[src/rtl/equal_power_crossfade_mixer_assert.svh]
// Assertion macros shared by the crossfade mixer RTL.
`ifndef EQUAL_POWER_CROSSFADE_MIXER_ASSERT_SVH
`define EQUAL_POWER_CROSSFADE_MIXER_ASSERT_SVH

// Same-cycle implication, disabled while reset is asserted.
`define EPCM_ASSERT_IMPLY(label, clk, rst_n, pre, post, msg) \
	label: assert property (@(posedge clk) disable iff (!rst_n) (pre) |-> (post)) \
		else $error(msg);

// Next-cycle implication, disabled while reset is asserted.
`define EPCM_ASSERT_NEXT(label, clk, rst_n, pre, post, msg) \
	label: assert property (@(posedge clk) disable iff (!rst_n) (pre) |=> (post)) \
		else $error(msg);

`endif

[src/rtl/epcm_pkg.sv]
// Shared constants, types and the gain table function of the crossfade mixer.
`timescale 1ns / 1ps

package epcm_pkg;

	localparam int SAMPLE_BITS = 24;
	localparam int CHANNELS    = 2;
	localparam int PHASE_STEPS = 1024;
	localparam int PHASE_BITS  = $clog2(PHASE_STEPS);
	localparam int POS_BITS    = 20;
	localparam int GAIN_BITS   = 16;
	localparam int K_BITS      = $clog2(PHASE_STEPS + 1);
	localparam int CH_BITS     = (CHANNELS > 1) ? $clog2(CHANNELS) : 1;
	localparam int STEP_BITS   = $clog2(2 * CHANNELS + 1);

	typedef longint unsigned u64_t;

	localparam u64_t HalfPiQ30 = 64'd1686629713;
	localparam u64_t GainOne   = 64'd32768;
	localparam u64_t TaylorDiv [1:6] = '{64'd6, 64'd20, 64'd42, 64'd72, 64'd110, 64'd156};

	typedef logic signed [SAMPLE_BITS-1:0] sample_t;

	typedef struct packed {
		logic                          restart;
		logic signed [SAMPLE_BITS-1:0] old_left;
		logic signed [SAMPLE_BITS-1:0] old_right;
		logic signed [SAMPLE_BITS-1:0] new_left;
		logic signed [SAMPLE_BITS-1:0] new_right;
	} frame_t;

	typedef struct packed {
		logic signed [SAMPLE_BITS-1:0] mix_left;
		logic signed [SAMPLE_BITS-1:0] mix_right;
		logic                          fading;
		logic                          fade_done;
	} mix_t;

	typedef enum logic [2:0] {
		ST_IDLE,
		ST_DIV,
		ST_ROM_IN,
		ST_ROM_OUT,
		ST_MUL,
		ST_WRITE
	} state_t;

	typedef struct packed {
		logic start;
	} div_ctrl_t;

	typedef struct packed {
		logic done;
	} div_stat_t;

	typedef struct packed {
		logic               mul_en;
		logic               acc_first;
		logic               acc_last;
		logic [CH_BITS-1:0] ch;
	} mac_ctrl_t;

	// Q1.15 sine gain for phase step k, from a Taylor series in Q2.30.
	// Only evaluated at elaboration to fill the gain table.
	function automatic logic [GAIN_BITS-1:0] sine_gain(input int k);
		u64_t x;
		u64_t term;
		u64_t sum;
		x    = (u64_t'(k) * HalfPiQ30) / PHASE_STEPS;
		term = x;
		sum  = x;
		for (int n = 1; n <= 6; n++) begin
			term = (((term * x) >> 30) * x) >> 30;
			term = term / TaylorDiv[n];
			if (n % 2 == 1) begin
				sum = (sum >= term) ? sum - term : 64'd0;
			end else begin
				sum = sum + term;
			end
		end
		sum = (sum + 64'd16384) >> 15;
		if (sum > GainOne) begin
			sum = GainOne;
		end
		return sum[GAIN_BITS-1:0];
	endfunction

endpackage

[src/rtl/epcm_stream_if.sv]
// Valid/ready stream interface that carries one word per handshake.
`timescale 1ns / 1ps

interface epcm_stream_if #(
	parameter type payload_t = logic
) ();
	logic     valid;
	logic     ready;
	payload_t payload;

	modport source (output valid, output payload, input ready);
	modport sink   (input valid, input payload, output ready);
endinterface

[src/rtl/equal_power_crossfade_mixer.sv]
// Top level of the equal-power crossfade mixer.
`timescale 1ns / 1ps
//
// The mixer takes one stereo frame per word on the frame channel: the samples
// of the outgoing chain, those of the incoming chain and a restart flag. It
// returns one word per frame on the mix channel with the mixed samples and
// the fading and fade_done flags. A set restart flag starts a new crossfade
// at position zero with that frame; the fade lasts fade_length frames, which
// software writes through cfg_we / cfg_wdata while the mixer is idle.
//
// A fading frame passes from acceptance through the iterative phase divider
// (one quotient bit per cycle; a position that has reached the length skips
// the division), two gain table reads and the shared multiplier, and then its
// word is loaded into the output register. Outside a fade the word is loaded
// without the divider, table or multiplier. frame.ready is high only in idle,
// so a new frame is accepted only once the last one's word has been loaded.
//
// The output register decouples the two sides: a new frame is accepted while
// the previous result still waits to be taken. If the receiver stalls, the
// finished result of the next frame waits in the sequencer until the output
// register frees. Reset clears the fade state, sets fade_length to one and
// empties the output register.

`include "equal_power_crossfade_mixer_assert.svh"

module equal_power_crossfade_mixer import epcm_pkg::*; (
	input  logic                clk,
	input  logic                arst_n,
	input  logic                cfg_we,
	input  logic [POS_BITS-1:0] cfg_wdata,
	epcm_stream_if.sink         frame,
	epcm_stream_if.source       mix
);

	state_t state_q;
	state_t state_d;

	// Fade state and the one configuration register.
	logic [POS_BITS-1:0] fade_length_q;
	logic [POS_BITS-1:0] pos_q;
	logic                active_q;

	// The frame being worked on and its flags.
	frame_t frame_q;
	logic   fading_q;
	logic   done_q;

	logic [STEP_BITS-1:0] step_q;
	logic [GAIN_BITS-1:0] g_in_q;
	logic                 out_valid_q;
	mix_t                 out_q;

	frame_t              in_word;
	logic                in_fire;
	logic [POS_BITS-1:0] len;
	logic [POS_BITS-1:0] pos_eff;
	logic [POS_BITS-1:0] pos_inc;
	logic                active_eff;
	logic                ends;
	logic                load_out;

	div_ctrl_t            div_ctrl;
	div_stat_t            div_stat;
	logic [K_BITS-1:0]    k;
	logic [K_BITS-1:0]    rom_addr;
	logic [GAIN_BITS-1:0] rom_data;
	mac_ctrl_t            mac_ctrl;
	sample_t              mac_smp;
	logic [GAIN_BITS-1:0] mac_gain;
	sample_t              mac_res [CHANNELS];
	sample_t              old_smp [CHANNELS];
	sample_t              new_smp [CHANNELS];
	logic [STEP_BITS-1:0] step_prev;
	logic [CH_BITS-1:0]   mul_ch;

	assign in_word = frame.payload;
	assign in_fire = frame.valid && frame.ready;

	// A length of zero behaves as a one-frame fade.
	assign len = (fade_length_q == '0) ? POS_BITS'(1) : fade_length_q;

	// A restart takes effect on the frame that carries it.
	assign pos_eff    = in_word.restart ? '0 : pos_q;
	assign active_eff = in_word.restart || active_q;
	assign pos_inc    = pos_eff + POS_BITS'(1);
	assign ends       = pos_inc >= len;

	always_ff @(posedge clk or negedge arst_n) begin
		if (!arst_n) begin
			fade_length_q <= POS_BITS'(1);
			pos_q         <= '0;
			active_q      <= 1'b0;
			fading_q      <= 1'b0;
			done_q        <= 1'b0;
		end else begin
			if (cfg_we) begin
				fade_length_q <= cfg_wdata;
			end
			if (in_fire) begin
				fading_q <= active_eff;
				done_q   <= active_eff && ends;
				if (active_eff) begin
					if (ends) begin
						active_q <= 1'b0;
						pos_q    <= '0;
					end else begin
						active_q <= 1'b1;
						pos_q    <= pos_inc;
					end
				end
			end
		end
	end

	always_ff @(posedge clk) begin
		if (in_fire) begin
			frame_q <= in_word;
		end
		if (state_q == ST_ROM_OUT) begin
			g_in_q <= rom_data;
		end
	end

	always_ff @(posedge clk or negedge arst_n) begin
		if (!arst_n) begin
			state_q <= ST_IDLE;
			step_q  <= '0;
		end else begin
			state_q <= state_d;
			step_q  <= (state_q == ST_MUL) ? step_q + STEP_BITS'(1) : '0;
		end
	end

	// The multiplier works through old*gOut and new*gIn for each channel in
	// turn; the accumulator side trails it, working on the registered product.
	assign old_smp[0] = frame_q.old_left;
	assign old_smp[1] = frame_q.old_right;
	assign new_smp[0] = frame_q.new_left;
	assign new_smp[1] = frame_q.new_right;

	assign step_prev = step_q - STEP_BITS'(1);
	assign mul_ch    = step_q[CH_BITS:1];
	assign mac_smp   = step_q[0] ? new_smp[mul_ch] : old_smp[mul_ch];
	assign mac_gain  = step_q[0] ? g_in_q : rom_data;

	always_comb begin
		state_d            = state_q;
		frame.ready        = 1'b0;
		div_ctrl.start     = 1'b0;
		mac_ctrl.mul_en    = 1'b0;
		mac_ctrl.acc_first = 1'b0;
		mac_ctrl.acc_last  = 1'b0;
		mac_ctrl.ch        = step_prev[CH_BITS:1];
		rom_addr           = K_BITS'(PHASE_STEPS) - k;
		load_out           = 1'b0;
		unique case (state_q)
			ST_IDLE: begin
				frame.ready = 1'b1;
				if (frame.valid) begin
					if (active_eff) begin
						div_ctrl.start = 1'b1;
						state_d        = ST_DIV;
					end else begin
						state_d = ST_WRITE;
					end
				end
			end
			ST_DIV: begin
				if (div_stat.done) begin
					state_d = ST_ROM_IN;
				end
			end
			ST_ROM_IN: begin
				rom_addr = k;
				state_d  = ST_ROM_OUT;
			end
			ST_ROM_OUT: begin
				state_d = ST_MUL;
			end
			ST_MUL: begin
				mac_ctrl.mul_en = step_q < STEP_BITS'(2 * CHANNELS);
				if (step_q != '0) begin
					mac_ctrl.acc_first = !step_prev[0];
					mac_ctrl.acc_last  = step_prev[0];
				end
				if (step_q == STEP_BITS'(2 * CHANNELS)) begin
					state_d = ST_WRITE;
				end
			end
			ST_WRITE: begin
				if (!out_valid_q || mix.ready) begin
					load_out = 1'b1;
					state_d  = ST_IDLE;
				end
			end
			default: begin
				state_d = ST_IDLE;
			end
		endcase
	end

	always_ff @(posedge clk or negedge arst_n) begin
		if (!arst_n) begin
			out_valid_q <= 1'b0;
		end else if (load_out) begin
			out_valid_q <= 1'b1;
		end else if (mix.ready) begin
			out_valid_q <= 1'b0;
		end
	end

	always_ff @(posedge clk) begin
		if (load_out) begin
			out_q.mix_left  <= fading_q ? mac_res[0] : frame_q.new_left;
			out_q.mix_right <= fading_q ? mac_res[1] : frame_q.new_right;
			out_q.fading    <= fading_q;
			out_q.fade_done <= done_q;
		end
	end

	assign mix.valid   = out_valid_q;
	assign mix.payload = out_q;

	epcm_phase_div u_div (
		.clk    (clk),
		.arst_n (arst_n),
		.ctrl   (div_ctrl),
		.pos    (pos_eff),
		.len    (len),
		.stat   (div_stat),
		.k      (k)
	);

	epcm_gain_rom u_rom (
		.clk  (clk),
		.addr (rom_addr),
		.data (rom_data)
	);

	epcm_mac u_mac (
		.clk  (clk),
		.ctrl (mac_ctrl),
		.smp  (mac_smp),
		.gain (mac_gain),
		.res  (mac_res)
	);

	// A restart frame is always mixed as part of a fade.
	`EPCM_ASSERT_NEXT(a_restart_fades, clk, arst_n, in_fire && in_word.restart, fading_q, "restart frame not marked as fading")
	// Outside a fade the position rests at zero.
	`EPCM_ASSERT_IMPLY(a_idle_pos_zero, clk, arst_n, !active_q, pos_q == '0, "fade position not cleared")
	// The phase step never passes the end of the gain table.
	`EPCM_ASSERT_IMPLY(a_phase_range, clk, arst_n, div_stat.done, k <= K_BITS'(PHASE_STEPS), "phase step out of range")
	// The multiplier only runs for a frame that is fading.
	`EPCM_ASSERT_IMPLY(a_mul_only_fading, clk, arst_n, state_q == ST_MUL, fading_q, "multiplier used outside a fade")

endmodule

[src/rtl/epcm_phase_div.sv]
// Iterative divider giving the fade phase step floor(pos * PHASE_STEPS / len).
`timescale 1ns / 1ps

module epcm_phase_div import epcm_pkg::*; (
	input  logic                clk,
	input  logic                arst_n,
	input  div_ctrl_t           ctrl,
	input  logic [POS_BITS-1:0] pos,
	input  logic [POS_BITS-1:0] len,
	output div_stat_t           stat,
	output logic [K_BITS-1:0]   k
);

	localparam int CNT_BITS = $clog2(PHASE_BITS + 1);

	logic                  busy_q;
	logic [CNT_BITS-1:0]   cnt_q;
	logic                  over_q;
	logic [POS_BITS-1:0]   rem_q;
	logic [PHASE_BITS-1:0] quo_q;

	logic [POS_BITS:0] shifted;
	logic [POS_BITS:0] diff;
	logic              fits;

	assign shifted = {rem_q, 1'b0};
	assign diff    = shifted - {1'b0, len};
	assign fits    = shifted >= {1'b0, len};

	always_ff @(posedge clk or negedge arst_n) begin
		if (!arst_n) begin
			busy_q <= 1'b0;
			cnt_q  <= '0;
		end else if (ctrl.start) begin
			busy_q <= 1'b1;
			cnt_q  <= (pos >= len) ? '0 : CNT_BITS'(PHASE_BITS);
		end else if (busy_q) begin
			if (cnt_q != '0) begin
				cnt_q <= cnt_q - CNT_BITS'(1);
			end else begin
				busy_q <= 1'b0;
			end
		end
	end

	// One quotient bit per cycle; while dividing, the remainder stays below len.
	always_ff @(posedge clk) begin
		if (ctrl.start) begin
			over_q <= pos >= len;
			rem_q  <= pos;
			quo_q  <= '0;
		end else if (busy_q && cnt_q != '0) begin
			rem_q <= fits ? diff[POS_BITS-1:0] : shifted[POS_BITS-1:0];
			quo_q <= {quo_q[PHASE_BITS-2:0], fits};
		end
	end

	assign stat.done = busy_q && (cnt_q == '0);
	assign k         = over_q ? K_BITS'(PHASE_STEPS) : K_BITS'(quo_q);

endmodule

[src/rtl/epcm_gain_rom.sv]
// Constant sine gain table with a registered read port.
`timescale 1ns / 1ps

module epcm_gain_rom import epcm_pkg::*; (
	input  logic                 clk,
	input  logic [K_BITS-1:0]    addr,
	output logic [GAIN_BITS-1:0] data
);

	logic [GAIN_BITS-1:0] gain_tbl [PHASE_STEPS+1];
	logic [GAIN_BITS-1:0] data_q;

	for (genvar i = 0; i <= PHASE_STEPS; i++) begin : g_entry
		assign gain_tbl[i] = sine_gain(i);
	end

	always_ff @(posedge clk) begin
		data_q <= gain_tbl[addr];
	end

	assign data = data_q;

endmodule

[src/rtl/epcm_mac.sv]
// Shared multiplier with accumulator, rounding and saturation per channel.
`timescale 1ns / 1ps

module epcm_mac import epcm_pkg::*; (
	input  logic                 clk,
	input  mac_ctrl_t            ctrl,
	input  sample_t              smp,
	input  logic [GAIN_BITS-1:0] gain,
	output sample_t              res [CHANNELS]
);

	localparam int PROD_BITS = SAMPLE_BITS + GAIN_BITS + 1;
	localparam int ACC_BITS  = PROD_BITS + 1;
	localparam int SHIFT     = GAIN_BITS - 1;

	localparam logic signed [ACC_BITS-1:0] SatMax =
		{{(ACC_BITS-SAMPLE_BITS+1){1'b0}}, {(SAMPLE_BITS-1){1'b1}}};
	localparam logic signed [ACC_BITS-1:0] SatMin =
		{{(ACC_BITS-SAMPLE_BITS+1){1'b1}}, {(SAMPLE_BITS-1){1'b0}}};
	localparam logic signed [ACC_BITS-1:0] RoundHalf = ACC_BITS'(1) <<< (SHIFT - 1);

	logic signed [PROD_BITS-1:0] smp_x;
	logic signed [PROD_BITS-1:0] gain_x;
	logic signed [PROD_BITS-1:0] prod_s1;
	logic signed [PROD_BITS-1:0] acc_q;
	logic signed [ACC_BITS-1:0]  total;
	logic signed [ACC_BITS-1:0]  scaled;
	sample_t                     sat_val;
	sample_t                     res_q [CHANNELS];

	assign smp_x  = PROD_BITS'(smp);
	assign gain_x = PROD_BITS'($signed({1'b0, gain}));

	// Rounds half up: add half an LSB, then shift arithmetically.
	assign total  = ACC_BITS'(acc_q) + ACC_BITS'(prod_s1) + RoundHalf;
	assign scaled = total >>> SHIFT;

	always_comb begin
		if (scaled > SatMax) begin
			sat_val = SatMax[SAMPLE_BITS-1:0];
		end else if (scaled < SatMin) begin
			sat_val = SatMin[SAMPLE_BITS-1:0];
		end else begin
			sat_val = scaled[SAMPLE_BITS-1:0];
		end
	end

	always_ff @(posedge clk) begin
		if (ctrl.mul_en) begin
			prod_s1 <= smp_x * gain_x;
		end
		if (ctrl.acc_first) begin
			acc_q <= prod_s1;
		end
		if (ctrl.acc_last) begin
			res_q[ctrl.ch] <= sat_val;
		end
	end

	assign res = res_q;

endmodule
[src/flat_wrapper.sv]
// flat-port wrapper written by rule: the top's interface ports become plain ports
module equal_power_crossfade_mixer_flat import epcm_pkg::*;
  (clk, arst_n, cfg_we, cfg_wdata, frame_valid, frame_payload, frame_ready, mix_valid, mix_payload, mix_ready);
  epcm_stream_if frame_i ();
  epcm_stream_if mix_i ();
  input  logic clk;
  input  logic arst_n;
  input  logic cfg_we;
  input  logic [POS_BITS-1:0] cfg_wdata;
  input wire logic [$bits(frame_i.valid)-1:0] frame_valid;
  input wire logic [$bits(frame_i.payload)-1:0] frame_payload;
  output wire logic [$bits(frame_i.ready)-1:0] frame_ready;
  output wire logic [$bits(mix_i.valid)-1:0] mix_valid;
  output wire logic [$bits(mix_i.payload)-1:0] mix_payload;
  input wire logic [$bits(mix_i.ready)-1:0] mix_ready;
  assign frame_i.valid = frame_valid;
  assign frame_i.payload = frame_payload;
  assign frame_ready = frame_i.ready;
  assign mix_valid = mix_i.valid;
  assign mix_payload = mix_i.payload;
  assign mix_i.ready = mix_ready;
  equal_power_crossfade_mixer u_core (.clk(clk), .arst_n(arst_n), .cfg_we(cfg_we), .cfg_wdata(cfg_wdata), .frame(frame_i), .mix(mix_i));
endmodule
[config.mk]
export PLATFORM = sky130hd
export DESIGN_NAME = equal_power_crossfade_mixer_flat
export DESIGN_NICKNAME = d
export VERILOG_FILES = /design/src/rtl/epcm_pkg.sv /design/src/rtl/epcm_stream_if.sv /design/src/rtl/equal_power_crossfade_mixer.sv /design/src/rtl/epcm_phase_div.sv /design/src/rtl/epcm_gain_rom.sv /design/src/rtl/epcm_mac.sv /design/src/flat_wrapper.sv
export VERILOG_INCLUDE_DIRS = /design/src /design/src/rtl
export SDC_FILE = /design/constraint.sdc
export NUM_CORES = 1
export LEC_CHECK = 0
export BUFFER_PORTS_ARGS = -buffer_cell sky130_fd_sc_hd__buf_2
export CAP_MARGIN = 20
export CELL_PAD_IN_SITES_DETAIL_PLACEMENT = 0
export CELL_PAD_IN_SITES_GLOBAL_PLACEMENT = 1
export CORE_MARGIN = 2
export CORE_UTILIZATION = 45
export DETAILED_ROUTE_END_ITERATION = 6
export GPL_TIMING_DRIVEN = 0
export PLACE_DENSITY = 0.79
export SLEW_MARGIN = 10
export SYNTH_ARGS = -nofsm -noshare
export SYNTH_HDL_FRONTEND = slang
export SYNTH_SLANG_ARGS = --single-unit
export TNS_END_PERCENT = 20
[constraint.sdc]
create_clock -name clk -period 6.7 [get_ports clk]
set_input_delay 0.335 -clock clk [delete_from_list [all_inputs] [get_ports clk]]
set_output_delay 0.335 -clock clk [all_outputs]
set_load 0.05 [all_outputs]
==> results of run 1 <==
==> power groups by stage <==
stage,logic (mW),registers (mW),clock network [mW]
3_3_place_gp,0.312,0.428,0
3_5_place_dp,0.324,0.430,0
4_1_cts,0.326,0.424,0.214
2_1_floorplan,0.230,0.435,0
6_report,0.321,0.423,0.207
5_1_grt,0.372,0.431,0.229
==> cell usage in the layout (no fill, tap or decap), types with 2 or more instances in the layout <==
master    netlist  layout
nor2_2          2       2
nand3b_1        3       3
dfrtp_1        53      53
o21ai_0        45      45
ha_1           45      45
nand3_2         2       2
a32oi_1         2       2
nor2_1         20      20
or3_1           4       4
a21o_1          6       6
nor4_1          7       7
xnor2_1        13      13
o31ai_1         2       2
nand4_4         2       2
nor3_2          2       2
xor2_1          8       8
clkbuf_8        0       7
nand2b_1        4       4
a22o_1          5       5
nand2_1        56      56
a211oi_1        6       6
buf_2           8      33
nand4_1        10      10
inv_1          31      31
nor2b_1         3       3
a21oi_1        16      16
nand3_1         9       9
and3_1          5       5
a31oi_1         2       2
nor3_1         10      10
clkbuf_1        7       7
==> sequential cells by signal, summed over array words and instances, names as in the netlist, 3 cells and up <==
| register | flops |
|---|---|
| u_core.fade_length_q | 20 |
| u_core.pos_eff | 20 |
| u_core.state_q | 3 |
| u_core.u_div.cnt_q | 4 |
| u_core.step_q | 3 |
==> metrics by stage <==
step | area, um2 | setup WS [ns] | utilization, % | power (mW) | cells
after global routing | 4100 | 2.57 | 50.3 | 1.03 | 553
after floorplan | 3730 | 3.87 | - | 0.665 | 414
final | 4100 | 2.93 | 50.3 | 0.951 | 553
after global placement | 3990 | 2.93 | 49.0 | 0.740 | 545
after CTS | 4100 | 2.92 | 50.3 | 0.964 | 553
after detailed placement | 3990 | 2.97 | 49.1 | 0.754 | 545
==> routing by layer <==
metal  global-route usage [%]  vias up  share of wire, %
li1                         -     1528                 -
met2                     32.1       48                47
met5                        0        -                 0
met3                     3.48        9               4.8
met1                     28.4     1423                47
met4                     3.86        0               1.0
==> Yosys cell counts (2+ instances only) <==
cell type / n
a22o_1: 5
nor3_1: 10
a21oi_1: 16
xnor2_1: 13
nand2b_1: 4
nand3_2: 2
o31ai_1: 2
nor3_2: 2
nand2_1: 56
inv_1: 31
a32oi_1: 2
o21ai_0: 45
nand4_1: 10
a211oi_1: 6
a31oi_1: 2
and3_1: 5
buf_2: 8
nand3b_1: 3
or3_1: 4
a21o_1: 6
nor2_2: 2
dfrtp_1: 53
nand3_1: 9
nor2_1: 20
ha_1: 45
nand4_4: 2
nor2b_1: 3
clkbuf_1: 7
xor2_1: 8
nor4_1: 7
==> final cells by class <==
class	instances	area [um2]	area share, %
plain buffers	17	81.3	1.99
flip-flops and latches	55	1380	33.8
well taps	105	131	3.21
clock buffers	7	96.3	2.35
clock inverters	1	7.51	0.183
inverters	31	116	2.84
multi-input cells	311	2150	52.4
repair buffers	26	133	3.24
==> kinds of logic after synthesis <==
kind of cell,Yosys count,share of synthesized area (%)
AOI/OAI and AO/OA,93,15.2
muxes,1,0.302
DFF,55,37.1
adders and majority gates,45,15.1
buffers and inverters,48,5.30
xor gates and xnor gates,21,4.93
and+or+nand+nor,151,22.1
==> how the worst max path moves through the flow <==
stage                                   startpoint                  to  slack [ns]  depth (start not counted)
final                     u_core.fade_length_q[13]   u_core.pos_eff[2]        2.93                         11
after detailed placement  u_core.fade_length_q[13]   u_core.pos_eff[2]        2.97                         11
after floorplan                  u_core.pos_eff[0]  u_core.pos_eff[18]        3.87                         13
after CTS                  u_core.fade_length_q[1]   u_core.pos_eff[2]        2.92                         11
after global routing       u_core.fade_length_q[1]   u_core.pos_eff[2]        2.57                         11
after global placement    u_core.fade_length_q[13]   u_core.pos_eff[2]        2.93                         11
==> flow_results.xml, run 1 <==
<?xml version="1.0" encoding="UTF-8"?>
<metrics>
  <group name="clock_network">
    <metric name="cts-buffers-inserted" unit="">5</metric>
    <metric name="quantity_of_gates_resized_following_cts" unit="">0</metric>
    <metric name="clock_tree.htree_level_count" unit="">2</metric>
    <metric name="clock-sinks" unit="">55</metric>
    <metric name="tritoncts_clock_tree" unit="">done</metric>
    <metric name="cts-hold-fix-buffers" unit="">0</metric>
    <metric name="clk_pin_slew_worst_paths" unit="ns">0.11</metric>
    <metric name="post_cts.repair.setup_buffers" unit="">0</metric>
    <metric name="clk_root_buffer_cell" unit="">clkbuf_8</metric>
    <metric name="cts_max_path_buffers" unit="">2</metric>
    <metric name="clock_insertion_delay_at_the_later_pin_of_the_skew_report" unit="ns">0.32</metric>
  </group>
  <group name="synth">
    <metric name="synth_fp_nets" unit="">485</metric>
    <metric name="synth_flop_cell" unit="">dfrtp_1</metric>
    <metric name="synth.distinct_cells" unit="">56</metric>
    <metric name="gate_count_post_synth" unit="">414</metric>
    <metric name="postSynthAreaPerCell" unit="um2">9.00</metric>
    <metric name="synth-async-reset-ratio" unit="%">98.2</metric>
    <metric name="post-synth-top-area-fraction" unit="%">35.6</metric>
    <metric name="netlist_area" unit="mm2">0.00373</metric>
    <metric name="most_area_consuming_cells_after_synthesis" unit="">dfrtp_1 36%, ha_1 15%, o21ai_0 6.0%</metric>
    <metric name="seq_area_frac_synth" unit="%">37.1</metric>
    <metric name="synth-edff-count" unit="">1</metric>
    <metric name="yosys_register_bits" unit="">55</metric>
    <metric name="netlist.top_cell.by_area" unit="">dfrtp_1</metric>
    <metric name="yosys_warnings" unit="">0</metric>
  </group>
  <group name="global_routing">
    <metric name="number_of_antenna_violations_at_the_first_check_in_global_routing" unit="">0</metric>
    <metric name="grt_pass1_vias" unit="">2823</metric>
    <metric name="global_route.usage.total" unit="%">19.9</metric>
    <metric name="grt_pass1_wl" unit="um">14000</metric>
    <metric name="grt_overflow" unit="">0</metric>
    <metric name="maximum_number_of_pins_on_one_net_before_global_route_repair" unit="">55</metric>
  </group>
  <group name="sta">
    <metric name="slew_headroom" unit="%">38.2</metric>
    <metric name="max_slew.worst_pin.slew" unit="ns">0.915</metric>
    <metric name="report.final.setup_viol" unit="">0</metric>
    <metric name="hold_viol_final" unit="">0</metric>
    <metric name="setup-tns-final" unit="ns">0</metric>
    <metric name="clock.fmax" unit="MHz">265</metric>
    <metric name="fin_worst_hold_slack" unit="ns">0.0808</metric>
    <metric name="min_tclk_post_route" unit="ns">3.77</metric>
    <metric name="rsz_0062_raised_after_global_routing" unit="">false</metric>
    <metric name="skew" unit="ns">0.0127</metric>
    <metric name="slew_viol_final" unit="">0</metric>
    <metric name="timing.final.crit_share" unit="%">56.3</metric>
  </group>
  <group name="placement">
    <metric name="place.detailed.hpwl" unit="um">6410</metric>
    <metric name="port_buffers" unit="">26</metric>
    <metric name="gpl.final_weighted_congestion" unit="">0.808</metric>
  </group>
  <group name="floorplan">
    <metric name="core_area" unit="mm2">0.00813</metric>
    <metric name="floorplan.initialDensity" unit="%">45.8</metric>
    <metric name="die_w" unit="um">95.0</metric>
    <metric name="dieHeight" unit="um">95.0</metric>
    <metric name="rows" unit="">33</metric>
    <metric name="pin_count" unit="">29</metric>
    <metric name="design.die.area" unit="mm2">0.00903</metric>
  </group>
  <group name="layout">
    <metric name="fill_cells" unit="">775</metric>
    <metric name="area.growth.synth_to_final" unit="%">9.87</metric>
    <metric name="post_route_cells_drive_above_1_share" unit="%">14.1</metric>
    <metric name="num_antenna_cells" unit="">0</metric>
    <metric name="final_net_count" unit="">518</metric>
  </group>
  <group name="worst_setup_path">
    <metric name="worst_path_largest_cell_delay" unit="ns">0.77</metric>
    <metric name="reg2regPathDepth" unit="">11</metric>
    <metric name="path_delay_family" unit="">compound AO/OA/AOI/OAI gates</metric>
    <metric name="worst-path-buf-inv" unit="">1</metric>
    <metric name="crit_path_class" unit="">reg -&gt; reg</metric>
    <metric name="worst_ep_arrival_time" unit="ns">3.98</metric>
    <metric name="critical_path_peak_fanout" unit="">10</metric>
    <metric name="setup.worst_path.end_class" unit="">flop</metric>
    <metric name="reg2reg_slack" unit="ns">2.93</metric>
    <metric name="timing.critical_path.cells" unit="">nor4_1 -&gt; nand4_1 -&gt; o41ai_1 -&gt; ha_1 -&gt; a21bo_2 -&gt; a211oi_1 -&gt; a32oi_1 -&gt; nand3_1 -&gt; buf_2 -&gt; o21ai_0 -&gt; a21o_1</metric>
    <metric name="cp-start-kind" unit="">flop</metric>
    <metric name="reg2reg_to" unit="">u_core.pos_eff[2]</metric>
    <metric name="critical_path_required" unit="ns">6.91</metric>
    <metric name="critical_path.reg2reg.startpoint" unit="">u_core.fade_length_q[13]</metric>
    <metric name="crit_slowest_cell" unit="">o41ai_1</metric>
  </group>
  <group name="drt">
    <metric name="detail_route.iter0.violations" unit="">178</metric>
    <metric name="drt_pass1_iterations" unit="">4</metric>
    <metric name="drt-wirelength-per-cell" unit="um">15.2</metric>
    <metric name="drt-vias-per-instance" unit="">5.44</metric>
    <metric name="drt_wl_total" unit="um">8390</metric>
    <metric name="detail_route_antenna_nets" unit="">0</metric>
    <metric name="detail_route.drc_violations" unit="">0</metric>
    <metric name="dr_total_vias" unit="">3008</metric>
  </group>
  <group name="pwr">
    <metric name="share_comb_of_total_power" unit="%">33.8</metric>
    <metric name="switchingPower" unit="uW">345</metric>
    <metric name="worst_ir_drop_vdd" unit="uV">74.9</metric>
    <metric name="seqPwrFrac" unit="%">44.5</metric>
    <metric name="clock_power_share" unit="%">21.7</metric>
    <metric name="cell_internal_pwr" unit="uW">606</metric>
    <metric name="power.density" unit="mW/mm2">232</metric>
    <metric name="swShare" unit="%">36.3</metric>
    <metric name="static-leakage-power" unit="nW">1.96</metric>
  </group>
  <group name="run">
    <metric name="maxCapViolations" unit="">0</metric>
  </group>
  <group name="worst_hold_path">
    <metric name="min-delay-path-class" unit="">in -&gt; async</metric>
  </group>
  <group name="status">
    <metric name="run_status" unit="">complete, no violations</metric>
  </group>
</metrics>
(Power assumes the default switching activity.)
==> run 2, diff against run 1 <==
clock period = 3.5 ns   (was 6.7 ns; I/O delays follow)
==> flow_results.xml, run 2 (synthesis gave the netlist of run 1 again) <==
<?xml version="1.0" encoding="UTF-8"?>
<metrics>
  <group name="pwr">
    <metric name="power.density" unit="mW/mm2">442</metric>
    <metric name="worst_ir_drop_vdd" unit="uV">145</metric>
    <metric name="finalPower" unit="mW">1.84</metric>
    <metric name="static-leakage-power" unit="nW">1.98</metric>
  </group>
  <group name="placement">
    <metric name="place.detailed.hpwl" unit="um">6410</metric>
    <metric name="port_buffers" unit="">26</metric>
    <metric name="gpl.final_weighted_congestion" unit="">0.808</metric>
    <metric name="place_area" unit="mm2">0.00399</metric>
    <metric name="place_worst_setup_slack" unit="ns">-0.230</metric>
  </group>
  <group name="worst_hold_path">
    <metric name="min-delay-path-class" unit="">in -&gt; reg</metric>
    <metric name="hold_path_depth" unit="">3</metric>
  </group>
  <group name="drt">
    <metric name="detail_route.iter0.violations" unit="">183</metric>
    <metric name="detail_route_antenna_nets" unit="">0</metric>
    <metric name="drt_wl_total" unit="um">8400</metric>
    <metric name="drt_pass1_iterations" unit="">4</metric>
    <metric name="dr_total_vias" unit="">3038</metric>
    <metric name="drt-vias-per-instance" unit="">5.47</metric>
    <metric name="drt-wirelength-per-cell" unit="um">15.1</metric>
    <metric name="detail_route.drc_violations" unit="">0</metric>
  </group>
  <group name="layout">
    <metric name="fill_cells" unit="">776</metric>
    <metric name="finalInstanceArea" unit="mm2">0.00416</metric>
    <metric name="final_common_cell" unit="">nand2_1</metric>
    <metric name="num_antenna_cells" unit="">0</metric>
    <metric name="area.growth.synth_to_final" unit="%">11.5</metric>
    <metric name="finish.utilization" unit="%">51.1</metric>
    <metric name="final_net_count" unit="">520</metric>
    <metric name="most-common-layout-cells" unit="">56 x nand2_1, 51 x dfrtp_1, 45 x o21ai_0, 44 x ha_1</metric>
    <metric name="post_route_cells_drive_above_1_share" unit="%">16.0</metric>
  </group>
  <group name="floorplan">
    <metric name="design.die.area" unit="mm2">0.00903</metric>
    <metric name="dieHeight" unit="um">95.0</metric>
    <metric name="core_area" unit="mm2">0.00813</metric>
    <metric name="die_w" unit="um">95.0</metric>
    <metric name="pin_count" unit="">29</metric>
    <metric name="floorplan.initialDensity" unit="%">45.8</metric>
    <metric name="rows" unit="">33</metric>
  </group>
  <group name="global_routing">
    <metric name="global_route.usage.total" unit="%">20.0</metric>
    <metric name="grt_pass1_wl" unit="um">14100</metric>
    <metric name="grt_pass1_vias" unit="">2830</metric>
    <metric name="met1_usage" unit="%">28.4</metric>
    <metric name="number_of_antenna_violations_at_the_first_check_in_global_routing" unit="">0</metric>
    <metric name="grt_overflow" unit="">0</metric>
    <metric name="grt.busiest_layer" unit="">met2</metric>
    <metric name="gr-usage-met2" unit="%">32.2</metric>
    <metric name="fraction_of_met3_tracks_used_by_global_routing" unit="%">3.48</metric>
    <metric name="maximum_number_of_pins_on_one_net_before_global_route_repair" unit="">55</metric>
  </group>
  <group name="sta">
    <metric name="hold_viol_final" unit="">0</metric>
    <metric name="report.final.setup_viol" unit="">0</metric>
    <metric name="clock.fmax" unit="MHz">308</metric>
    <metric name="setup-tns-final" unit="ns">0</metric>
    <metric name="rsz_0062_raised_after_global_routing" unit="">true</metric>
    <metric name="worst_slack" unit="ns">0.252</metric>
    <metric name="slew_viol_final" unit="">0</metric>
    <metric name="min_tclk_post_route" unit="ns">3.25</metric>
    <metric name="timing.final.crit_share" unit="%">92.8</metric>
    <metric name="skew" unit="ns">0.0110</metric>
    <metric name="max_slew.worst_pin.slew" unit="ns">0.723</metric>
    <metric name="slew_headroom" unit="%">51.8</metric>
  </group>
  <group name="clock_network">
    <metric name="clk_pin_slew_worst_paths" unit="ns">0.10</metric>
    <metric name="cts-buffers-inserted" unit="">5</metric>
    <metric name="clock_insertion_delay_at_the_later_pin_of_the_skew_report" unit="ns">0.31</metric>
    <metric name="tritoncts_clock_tree" unit="">done</metric>
    <metric name="clk_root_buffer_cell" unit="">clkbuf_8</metric>
    <metric name="clock-sinks" unit="">55</metric>
    <metric name="cts_max_path_buffers" unit="">2</metric>
    <metric name="clock_tree.htree_level_count" unit="">2</metric>
  </group>
  <group name="worst_setup_path">
    <metric name="setup.worst_path.end_class" unit="">flop</metric>
    <metric name="critical_path_required" unit="ns">3.76</metric>
    <metric name="cp-start-kind" unit="">flop</metric>
    <metric name="reg2regPathDepth" unit="">13</metric>
    <metric name="critical_path_peak_fanout" unit="">10</metric>
    <metric name="crit_path_class" unit="">reg -&gt; reg</metric>
    <metric name="worst_ep_arrival_time" unit="ns">3.51</metric>
  </group>
  <group name="status">
    <metric name="run_status" unit="">complete, no violations</metric>
  </group>
  <group name="run">
    <metric name="maxCapViolations" unit="">0</metric>
  </group>
</metrics>
run 2: area by class of cell:
cell class	instances	area (um2)	share of cell area [%]
multi-input combinational	311	2180	52.5
clock buffer	7	96.3	2.32
inverter	31	116	2.80
buffer	17	87.6	2.11
timing repair buffer	28	150	3.61
tap	105	131	3.16
sequential	55	1390	33.3
clock inverter	1	7.51	0.181
run 2: final timing paths:
check,start,to,slack (ns)
worst max-delay path,u_core.pos_eff[2],u_core.pos_eff[7],0.25
worst min-delay path,cfg_wdata[8],u_core.fade_length_q[8],0.05
worst max register to register,u_core.pos_eff[2],u_core.pos_eff[7],0.25
worst min register to register,u_core.step_q[0],u_core.step_q[0],0.47
max in group asynchronous,arst_n,u_core.pos_eff[0],2.53
min in group asynchronous,arst_n,u_core.pos_eff[19],0.46
run 2: worst max-delay path, stage by stage (launching register included):
cell      delay, ns
dfrtp_1        0.37
buf_2          0.22
nand3_4        0.16
nor2_2         0.28
and3_1         0.21
xor2_1         0.26
ha_1           0.30
a21oi_1        0.15
o21ai_0        0.13
a221oi_1       0.34
nand3_2        0.20
buf_4          0.24
o21ai_0        0.18
a22o_1         0.15
run 2: what timing repair did:
item	CTS	global route
resized for setup	1	12
gates cloned	0	0
hold buffers	1	0
endpoints found under the hold margin	53	0
pin swaps	0	1
setup buffers	0	1
setup endpoints to repair	22	22
run 2: report_power, final:
group          total, mW  internal, mW  switching (mW)
sequential         0.815         0.737          0.0772
combinational      0.627         0.252           0.375
clock              0.396         0.181           0.215
total               1.84          1.17           0.667
run 2: metal layers:
metal | up-vias | part of all wire (%)
li1 | 1535 | -
met1 | 1449 | 49
met2 | 48 | 47
met3 | 6 | 3.7
met4 | 0 | 0.86
met5 | - | 0
run 2: per-stage QoR:
stage,cells,hold slack [ns]
6_report,555,0.0547
5_1_grt,555,0.0603
4_1_cts,554,0.0523
3_5_place_dp,545,0.292
3_3_place_gp,545,0.382
2_1_floorplan,414,-0.121
==> run 3, diff against run 2 <==
ABC_AREA = 1   (was default)
PLACE_DENSITY = 0.81   (was 0.79)
==> flow_results.xml, run 3 <==
<?xml version="1.0" encoding="UTF-8"?>
<metrics>
  <group name="global_routing">
    <metric name="maximum_number_of_pins_on_one_net_before_global_route_repair" unit="">55</metric>
    <metric name="grt_pass1_wl" unit="um">15400</metric>
    <metric name="grt_overflow" unit="">0</metric>
    <metric name="global_route.usage.total" unit="%">20.1</metric>
    <metric name="grt_pass1_vias" unit="">3208</metric>
    <metric name="number_of_antenna_violations_at_the_first_check_in_global_routing" unit="">0</metric>
  </group>
  <group name="layout">
    <metric name="final_common_cell" unit="">nand2_1</metric>
    <metric name="finalInstanceArea" unit="mm2">0.00424</metric>
    <metric name="finish.utilization" unit="%">51.1</metric>
    <metric name="final_net_count" unit="">620</metric>
    <metric name="area.growth.synth_to_final" unit="%">9.25</metric>
    <metric name="instances_no_fill" unit="">655</metric>
    <metric name="most-common-layout-cells" unit="">166 x nand2_1, 68 x inv_1, 53 x dfrtp_1, 45 x ha_1, 33 x nor2_1</metric>
    <metric name="post_route_cells_drive_above_1_share" unit="%">11.1</metric>
    <metric name="num_antenna_cells" unit="">0</metric>
  </group>
  <group name="clock_network">
    <metric name="cts_max_path_buffers" unit="">2</metric>
    <metric name="clk_pin_slew_worst_paths" unit="ns">0.10</metric>
    <metric name="cts-hold-fix-buffers" unit="">1</metric>
    <metric name="cts-buffers-inserted" unit="">5</metric>
    <metric name="quantity_of_gates_resized_following_cts" unit="">0</metric>
    <metric name="clock-sinks" unit="">55</metric>
    <metric name="tritoncts_clock_tree" unit="">done</metric>
    <metric name="clock_insertion_delay_at_the_later_pin_of_the_skew_report" unit="ns">0.31</metric>
    <metric name="clk_root_buffer_cell" unit="">clkbuf_8</metric>
    <metric name="clock_tree.htree_level_count" unit="">2</metric>
    <metric name="post_cts.repair.setup_buffers" unit="">0</metric>
  </group>
  <group name="drt">
    <metric name="detail_route.drc_violations" unit="">0</metric>
    <metric name="drt-vias-per-instance" unit="">5.09</metric>
    <metric name="detail_route_antenna_nets" unit="">0</metric>
    <metric name="met2_length" unit="um">4170</metric>
    <metric name="routed_met1_length" unit="um">4220</metric>
    <metric name="drt_pass1_iterations" unit="">4</metric>
    <metric name="drt_wl_total" unit="um">8820</metric>
    <metric name="met3RoutedLength" unit="um">360</metric>
    <metric name="drt-wirelength-per-cell" unit="um">13.5</metric>
    <metric name="detail_route.iter0.violations" unit="">123</metric>
    <metric name="highest_layer" unit="">met4</metric>
    <metric name="dr_total_vias" unit="">3334</metric>
  </group>
  <group name="placement">
    <metric name="gpl.final_weighted_congestion" unit="">0.857</metric>
    <metric name="place_area" unit="mm2">0.00415</metric>
    <metric name="place.detailed.hpwl" unit="um">7010</metric>
    <metric name="port_buffers" unit="">26</metric>
    <metric name="post-place-cells" unit="">646</metric>
  </group>
  <group name="synth">
    <metric name="synth-async-reset-ratio" unit="%">98.2</metric>
    <metric name="most_area_consuming_cells_after_synthesis" unit="">dfrtp_1 34%, nand2_1 16%, ha_1 15%</metric>
    <metric name="synth-edff-count" unit="">1</metric>
    <metric name="synth_fp_nets" unit="">586</metric>
    <metric name="post-synth-top-area-fraction" unit="%">34.2</metric>
    <metric name="netlist_top_cells_count" unit="">166 x nand2_1, 68 x inv_1, 53 x dfrtp_1</metric>
    <metric name="yosys_register_bits" unit="">55</metric>
    <metric name="gate_count_post_synth" unit="">515</metric>
    <metric name="yosys.cell_count.top_type" unit="">nand2_1</metric>
    <metric name="synth_flop_cell" unit="">dfrtp_1</metric>
    <metric name="netlist.top_cell.by_area" unit="">dfrtp_1</metric>
    <metric name="yosys_warnings" unit="">0</metric>
    <metric name="synth.distinct_cells" unit="">33</metric>
    <metric name="netlist_area" unit="mm2">0.00388</metric>
    <metric name="postSynthAreaPerCell" unit="um2">7.54</metric>
    <metric name="seq_area_frac_synth" unit="%">35.6</metric>
  </group>
  <group name="run">
    <metric name="maxCapViolations" unit="">0</metric>
  </group>
  <group name="worst_setup_path">
    <metric name="crit_path_class" unit="">reg -&gt; reg</metric>
    <metric name="setup.worst_path.end_class" unit="">flop</metric>
    <metric name="critical_path_peak_fanout" unit="">10</metric>
    <metric name="cp-start-kind" unit="">flop</metric>
    <metric name="worst_ep_arrival_time" unit="ns">3.08</metric>
    <metric name="critical_path_required" unit="ns">3.76</metric>
  </group>
  <group name="sta">
    <metric name="slew_headroom" unit="%">53.6</metric>
    <metric name="max_slew.worst_pin.slew" unit="ns">0.696</metric>
    <metric name="rsz_0062_raised_after_global_routing" unit="">false</metric>
    <metric name="clock.fmax" unit="MHz">355</metric>
    <metric name="timing.final.crit_share" unit="%">80.5</metric>
    <metric name="report.final.setup_viol" unit="">0</metric>
    <metric name="min_tclk_post_route" unit="ns">2.82</metric>
    <metric name="setup-tns-final" unit="ns">0</metric>
    <metric name="skew" unit="ns">0.00430</metric>
    <metric name="slew_viol_final" unit="">0</metric>
    <metric name="hold_viol_final" unit="">0</metric>
  </group>
  <group name="pwr">
    <metric name="static-leakage-power" unit="nW">2.31</metric>
    <metric name="worst_ir_drop_vdd" unit="uV">202</metric>
    <metric name="power.density" unit="mW/mm2">451</metric>
  </group>
  <group name="floorplan">
    <metric name="core_area" unit="mm2">0.00830</metric>
    <metric name="floorplan.initialDensity" unit="%">46.8</metric>
    <metric name="pin_count" unit="">29</metric>
    <metric name="die_w" unit="um">96.9</metric>
    <metric name="design.die.area" unit="mm2">0.00939</metric>
    <metric name="rows" unit="">33</metric>
    <metric name="dieHeight" unit="um">96.9</metric>
  </group>
  <group name="worst_hold_path">
    <metric name="min-delay-path-class" unit="">in -&gt; reg</metric>
  </group>
  <group name="status">
    <metric name="run_status" unit="">complete, no violations</metric>
  </group>
</metrics>
-- run 3: cell count changes after synthesis, sizes merged, moves of 7 or more --
cell,before,now
xnor2,13,6
and3,7,0
nand4,12,31
nand2,57,169
nor3,13,4
inv,31,68
nor2,23,44
o21ai,45,31
-- run 3: cell type report --
type | count | area [um2]
buffer | 14 | 70.1
clock buffer | 6 | 72.6
clock inverter | 2 | 12.5
fill | 851 | 4060
inverter | 68 | 255
multi-input combinational | 378 | 2170
sequential | 55 | 1380
tap | 105 | 131
timing repair buffer | 27 | 143
-- run 3: metal layers --
| metal | GRT usage, % | up-vias |
|---|---|---|
| met4 | 4.98 | 0 |
| li1 | - | 1730 |
| met5 | 0 | - |
| met3 | 2.67 | 9 |
| met1 | 28.1 | 1529 |
| met2 | 33.1 | 66 |
-- run 3: final timing paths --
| path | start | end | slack, ns | depth (start not counted) |
|---|---|---|---|---|
| max | u_core.pos_eff[0] | u_core.pos_eff[3] | 0.68 | 16 |
| min | cfg_wdata[8] | u_core.fade_length_q[8] | 0.06 | 3 |
| max reg2reg | u_core.pos_eff[0] | u_core.pos_eff[3] | 0.68 | 16 |
| min reg2reg | u_core.step_q[0] | u_core.step_q[0] | 0.47 | 1 |
| max in group asynchronous | arst_n | u_core.pos_eff[1] | 2.59 | 2 |
| min in group asynchronous | arst_n | u_core.mix.valid | 0.44 | 2 |
-- run 3: critical path, stage by stage (launching register included) --
cell     delay (ns)
dfrtp_1        0.45
ha_1           0.28
nand3_1        0.12
nor2_2         0.20
nand3_1        0.17
xnor2_2        0.18
ha_1           0.29
nand2_1        0.09
nor2_1         0.05
nand2_1        0.13
nor2_1         0.05
nand2_1        0.06
nand2_1        0.07
nor2_1         0.17
buf_2          0.27
nand4_1        0.12
nand2_1        0.07
-- run 3: report_power, final --
| part | switching [mW] | internal [mW] |
|---|---|---|
| clock | 0.215 | 0.141 |
| sequential | 0.0857 | 0.733 |
| combinational | 0.484 | 0.253 |
| total | 0.785 | 1.13 |
-- run 3: kinds of logic (layout without fill, tap and decap cells) --
family	count (synthesis)	count (layout)	synth area share, %
AND/OR/NAND/NOR	265	265	30.8
buffers and inverters	82	117	8.38
AO/OA/AOI/OAI	56	56	7.64
flip-flops	55	55	35.6
adder cells (fa/ha/maj)	45	45	14.5
XOR/XNOR	12	12	3.09
-- run 3: metrics by stage --
step	power (mW)	hold WS, ns	setup WS (ns)
finish	1.91	0.0550	0.682
global route	2.10	0.0616	0.379
CTS	1.94	0.0507	0.680
detailed placement	1.58	0.269	0.695
global placement	1.55	0.378	0.728
floorplan	1.37	-0.121	1.22
